`src/sbm_pkg.sv`:
```
`timescale 1ns / 1ps
// Shared types and constants for the SPI backup memory slave.
// No dependencies; used by the front queue, the back engine and the top level.
package sbm_pkg;

    localparam int STORE_BYTES_DEFAULT = 65536;
    localparam int ADDR_W = 24;
    localparam int SIZE_W = 17;

    // One request as it travels from the front queue to the back engine
    typedef struct packed {
        logic       release_cs;
        logic [7:0] data;
    } item_t;

    typedef struct packed {
        logic [1:0]        address_bytes;
        logic [SIZE_W-1:0] size_in_use;
        logic              writable;
    } cfg_t;

endpackage

```
`src/sbm_front.sv`:
```
`timescale 1ns / 1ps
// Front end: accepts requests from the slave stream into a two-entry queue.
// Depends on sbm_pkg (item_t).
module sbm_front
(
    input  logic            clk,
    input  logic            rst_n,
    input  logic            s_tvalid,
    output logic            s_tready,
    input  logic [7:0]      s_tdata,    // [7:0] data_in
    input  logic            s_tlast,    // cmd: chip select released
    input  logic            hold,
    output sbm_pkg::item_t  q_item,
    output logic            q_valid,
    input  logic            q_ready
);

    sbm_pkg::item_t entry_reg [2];
    logic           wr_ptr_reg;
    logic           wr_ptr_next;
    logic           rd_ptr_reg;
    logic           rd_ptr_next;
    logic [1:0]     count_reg;
    logic [1:0]     count_next;
    logic           push;
    logic           pop;

    assign s_tready = (count_reg != 2'd2) && !hold;
    assign push     = s_tvalid && s_tready;
    assign q_valid  = (count_reg != 2'd0);
    assign pop      = q_valid && q_ready;
    assign q_item   = entry_reg[rd_ptr_reg];

    always_comb
    begin
        wr_ptr_next = push ? !wr_ptr_reg : wr_ptr_reg;
        rd_ptr_next = pop ? !rd_ptr_reg : rd_ptr_reg;
        count_next  = count_reg;
        if (push && !pop)
        begin
            count_next = count_reg + 2'd1;
        end
        else if (pop && !push)
        begin
            count_next = count_reg - 2'd1;
        end
    end

    always_ff @(posedge clk or negedge rst_n)
    begin
        if (!rst_n)
        begin
            wr_ptr_reg <= 1'b0;
            rd_ptr_reg <= 1'b0;
            count_reg  <= 2'd0;
        end
        else
        begin
            wr_ptr_reg <= wr_ptr_next;
            rd_ptr_reg <= rd_ptr_next;
            count_reg  <= count_next;
        end
    end

    always_ff @(posedge clk)
    begin
        if (push)
        begin
            entry_reg[wr_ptr_reg].release_cs <= s_tlast;
            entry_reg[wr_ptr_reg].data       <= s_tdata;
        end
    end

endmodule

```
`config.mk`:
```
export PLATFORM = sky130hd
export DESIGN_NAME = sbm_front
export DESIGN_NICKNAME = d
export VERILOG_FILES = /design/src/sbm_pkg.sv /design/src/sbm_front.sv
export SDC_FILE = /design/constraint.sdc
export NUM_CORES = 1
export LEC_CHECK = 0
export BUFFER_PORTS_ARGS = -buffer_cell sky130_fd_sc_hd__buf_4
export CORE_MARGIN = 10
export CORE_UTILIZATION = 52
export DETAILED_ROUTE_END_ITERATION = 10
export PLACE_DENSITY = 0.82
export SYNTH_ARGS = -nofsm -noshare
export SYNTH_HDL_FRONTEND = slang
export SYNTH_SLANG_ARGS = --single-unit
export TNS_END_PERCENT = 20
```
`constraint.sdc`:
```
create_clock -name clk -period 4.91 [get_ports clk]
set_clock_uncertainty 0.05 [all_clocks]
set_input_delay 0 -clock clk [delete_from_list [all_inputs] [get_ports clk]]
set_output_delay 0 -clock clk [all_outputs]
set_load 0.03 [all_outputs]
```
# Word-level counts from Yosys, hierarchy flattened
# Memories as Yosys holds them, arrays and structs flattened.
# Index checks and enable logic that the tools add are counted.
[totals]
ff_bits = 4
latchBits = 0
ram_bits = 18
romBits = 0
input_bits = 14
wordCells = 23
n_memories = 1
[classes]
addsub = 2
n_mul = 0
div_mod_pow = 0
order_cmp = 0
n_eq_ne = 1
shift = 0
mux = 4
bitwise = 0
n_reduce_logical = 12
[mem_list]
columns = ["name", "depth", "word_bits", "rd", "rd_ports_with_merged_regs", "write_ports", "line_no", "text"]
rows = [
  ["entry_reg", 2, 9, 1, 0, 1, "sbm_front.sv:18", "sbm_pkg::item_t entry_reg [2];"],
]
[op_table]
columns = ["cell", "n"]
rows = [
  ["logical AND 1 bit", 5],
  ["logical NOT 1 bit", 5],
  ["two-way mux 2 bit", 2],
  ["nonzero test 2 bit", 2],
  ["adder 2 x 1 -> 2 bit (second input constant)", 1],
  ["two-way mux 1 bit", 2],
  ["inequality test 2 bit (second input constant)", 1],
  ["subtractor 2 x 1 -> 2 bit (second input constant)", 1],
]

# Depth between registers and ports, before layout
[logic_depth]
ltp_word = 7
depth_mapped = 6

# Worst setup path after synthesis
# No wires, ideal clock.
[synth_timing]
path_type = "reg-to-reg"
startpoint = "register count_reg[1]"
endpoint = "memory entry_reg[0][0] (netlist name), enable pin"
setup_ns = 0.375
arrival_time_ns = 1.257
required_time_ns = 4.485
slack_ns = 3.227
path_stages_with_launch = 4
n_path_buf = 0
path_cell_list = "dfrtp_1 nor2b_2 nor3b_4 nor2b_1"
[synth_between]
elab_chain_len = 5
[synth_lines]
columns = ["item", "line_no", "text"]
rows = [
  ["start, declared", "sbm_front.sv:23", "logic [1:0] count_reg;"],
  ["start signal, assigned", "sbm_front.sv:61", "count_reg <= count_next;"],
  ["inequality test 2 bit", "sbm_front.sv:28", "assign s_tready = (count_reg != 2'd2) && !hold;"],
  ["logical AND 1 bit", "sbm_front.sv:28", ""],
  ["logical AND 1 bit", "sbm_front.sv:29", "assign push = s_tvalid && s_tready;"],
  ["net push", "sbm_front.sv:25", "logic push;"],
  ["two-way mux 1 bit", "sbm_front.sv:67", "if (push)"],
  ["two-way mux 1 bit (not written as such)", "sbm_front.sv:70", "entry_reg[wr_ptr_reg].data <= s_tdata;"],
  ["end, declared", "sbm_front.sv:18", ""],
]
# The timed path passes the listed nets, and every way through them passes these cells.

# Worst setup path after layout
[layout_timing]
startpoint = "register count_reg[1]"
endpoint = "memory entry_reg[0][1] (netlist name), enable pin"
# Same word-level chain as after synthesis.

==> summary.md <==
| Metric | Value |
|---|---|
| Final setup TNS | 0 ns |
| Post-CTS setup buffers | 0 |
| Total chip power | 0.0005995 W |
| Reg2reg path depth | 3 |
| Pleak | 0.4814 nW |
| Resize count post-CTS | 0 |
| Final nets | 102 |
| Fmax | 536.3 MHz |
| Combinational Power Share | 0.412 |
| Final worst slack | 3.045 ns |
| Antenna Diode Count | 0 |
| Sw frac | 0.3562 |
| #FFs+latches synth | 22 |
| Die width | 60.69 um |
| P_sw | 0.0002136 W |
| Clk sinks | 22 |
| Starting Density | 0.5584 |
| Clock power share | 0.132 |
| Yosys top cell by area | edfxtp_1 |
| Max reg flops | 18 |
| GPL Wtd Cong | 0.7861 |
| Slew @ Worst Pin | 0.7373 ns |
| CP startpoint kind | flop |
| Post-Syn Area per Cell | 18.71 sq um |
| Synth top area cells | edfxtp_1 (63%), mux2_2 (12%), dfrtp_1 (12%) |
| Hpwl dp | 1217 um |
| Area grow syn2layout | 40.84% |
| Setup WS pre-CTS | 3.029 ns |
| H-tree Lvls | 1 |
| Max-slew violation count | 0 |
| Cell count after synthesis | 46 |
| Clk slew on worst S/H paths | 0.10 ns |
| Max_cap viols | 0 |
| Total number of vias | 505 |
| CP Max Fanout | 9 |
| CTS Hold Buffers Added | 13 |
| Netlist cell types | 14 |
| Status | finished clean |
| Vias per Instance | 4.951 |
| Reg-to-reg endpoint | entry_reg[0][1] |
| CP arrival | 1.74 ns |
| Largest net degree at the start of global routing | 13 |
| Unrepaired setup endpoints after global routing | false |
| Crit Path Class | reg -> reg |
| Mapped Nets | 61 |
| Wl on met1 | 668 um |
| Post-synthesis sequential area ratio | 0.7442 |
| Placed Cells | 85 |
| Final hold violations | 0 |
| Seq pwr share | 0.457 |
| PD cells | 494.5 nW/um^2 |
| First-pass GRT wire length | 2932 um |
| Yosys Warn Count | 0 |
| Die extent in y | 60.69 um |
| Slew margin rel. | 0.5074 |
| Worst-Skew Late Latency | 0.28 ns |
| R2r setup slk | 3.05 ns |
| Initial antenna violation count | 0 |
| Num ports | 25 |
| Layout cells sized above 1 | 0.4419 |
| Final setup vio count | 0 |
| TritonRoute pass-1 iters | 4 |
| Final min period | 1.865 ns |
| Share of the synthesized area in the top cell type | 0.6279 |
| Placeable Area | 1541 sq um |
| Gr usage total | 0.1079 |
| Hold Path End | wr_ptr_reg |
| CTS tree | done |
| Internal | 0.0003859 W |
| Worst VDD drop | 0.3828 mV |
| Global route overflow | 0 |
| CP endpoint kind | flop |
| Port bufs | 24 |
| Fin crit share | 0.3798 |
| Root Driver | clkbuf_4 |
| Non-filler cells, final | 102 |
| Routed wire per std cell | 17.34 um |
| Routed length on met3 | 133 um |
| Num CTS Buffers | 3 |
| Hold depth | 3 |
| Metal2 WL | 959 um |
| Synth Cell Area | 860.8 sq um |
| Required time at the worst-slack endpoint | 4.79 ns |
| Worst min path class | in -> reg |
| Routed WL | 1769 um |
| Drt first-iter violations | 13 |
| Top layer in use | met4 |
| Min-delay src | s_tvalid |
| Core Rows | 14 |
| Post-detailed-route DRC marker count | 0 |
| Bufs on Longest Clock Path | 2 |
| RR Startpoint | count_reg[1] |
| Post-DRT Antenna Nets | 0 |
| Die ar. | 3683 sq um |
| Vias in the first global route | 596 |
==> Yosys cell counts <==
cell type / instances
nor2_1: 2
ha_1: 1
nor2b_1: 1
buf_2: 1
nand2_1: 1
or2_1: 1
xor2_1: 3
dfrtp_1: 4
xnor2_1: 2
edfxtp_1: 18
mux2_2: 9
nor3b_4: 1
and2_1: 1
nor2b_2: 1
==> area by class of cell <==
| class | count | area [sq um] |
|---|---|---|
| flip-flops and latches | 22 | 640.6 |
| well taps | 16 | 20.02 |
| repair buffers | 37 | 310.3 |
| clock buffers | 4 | 26.28 |
| fillers | 92 | 329.1 |
| multi-input cells | 23 | 215.2 |
==> critical path, cell delays in order (launching register included) <==
cell and delay [ns]:
dfrtp_1 0.41, nor2b_2 0.18, nor3b_4 0.23, nor2b_1 0.64
==> worst max-delay path by stage <==
stage / from / slack (ns) / to / cells after the start
after floorplan: count_reg[1] / 3.23 / entry_reg[0][0] / 3
after detailed placement: count_reg[1] / 3.03 / entry_reg[0][4] / 3
final: count_reg[1] / 3.05 / entry_reg[0][1] / 3
after global placement: count_reg[1] / 3.10 / entry_reg[0][0] / 3
after CTS: count_reg[1] / 3.01 / entry_reg[0][3] / 3
after global routing: count_reg[1] / 2.90 / entry_reg[0][3] / 3
==> power groups by stage <==
stage | Clock (W) | Combinational, W | Sequential [W]
final | 0.0000791 | 0.000247 | 0.000274
after global routing | 0.0000897 | 0.000264 | 0.000281
after CTS | 0.0000823 | 0.000249 | 0.000275
after detailed placement | 0 | 0.000239 | 0.000279
after global placement | 0 | 0.000231 | 0.000277
after floorplan | 0 | 0.000176 | 0.000258
==> layer usage <==
layer | track usage | vias to the layer above
met4 | 0.02821 | 0
met1 | 0.1200 | 238
met5 | 0 | -
met3 | 0.04175 | 2
met2 | 0.1878 | 15
li1 | - | 250
==> layout by cell type, fill, tap and decap left out <==
| cell type | instances |
|---|---|
| dfrtp_1 | 4 |
| clkbuf_4 | 3 |
| xnor2_1 | 2 |
| clkbuf_1 | 1 |
| nor2_1 | 2 |
| nor3b_4 | 1 |
| nor2b_2 | 1 |
| ha_1 | 1 |
| dlygate4sd3_1 | 13 |
| or2_1 | 1 |
| mux2_2 | 9 |
| and2_1 | 1 |
| nor2b_1 | 1 |
| nand2_1 | 1 |
| buf_4 | 24 |
| xor2_1 | 3 |
| edfxtp_1 | 18 |
==> logic make-up (layout without fill, tap and decap cells) <==
| logic type | after synthesis | after routing | synth area share |
|---|---|---|---|
| multiplexers | 9 | 9 | 0.1177 |
| adder cells (fa/ha/maj) | 1 | 1 | 0.01453 |
| flip-flops | 22 | 22 | 0.7442 |
| AND/OR/NAND/NOR | 8 | 8 | 0.06688 |
| buffers and inverters | 1 | 41 | 0.005808 |
| XOR/XNOR | 5 | 5 | 0.05088 |
==> per-stage QoR <==
step / utilization / cell area [sq um] / hold WS, ns
detailed placement: 0.6851 / 1056 / -0.2505
CTS: 0.7865 / 1212 / 0.08035
floorplan: - / 860.8 / -0.3456
finish: 0.7865 / 1212 / 0.08611
global route: 0.7865 / 1212 / 0.07744
global placement: 0.6851 / 1056 / -0.2513
(Power assumes the default switching activity.)
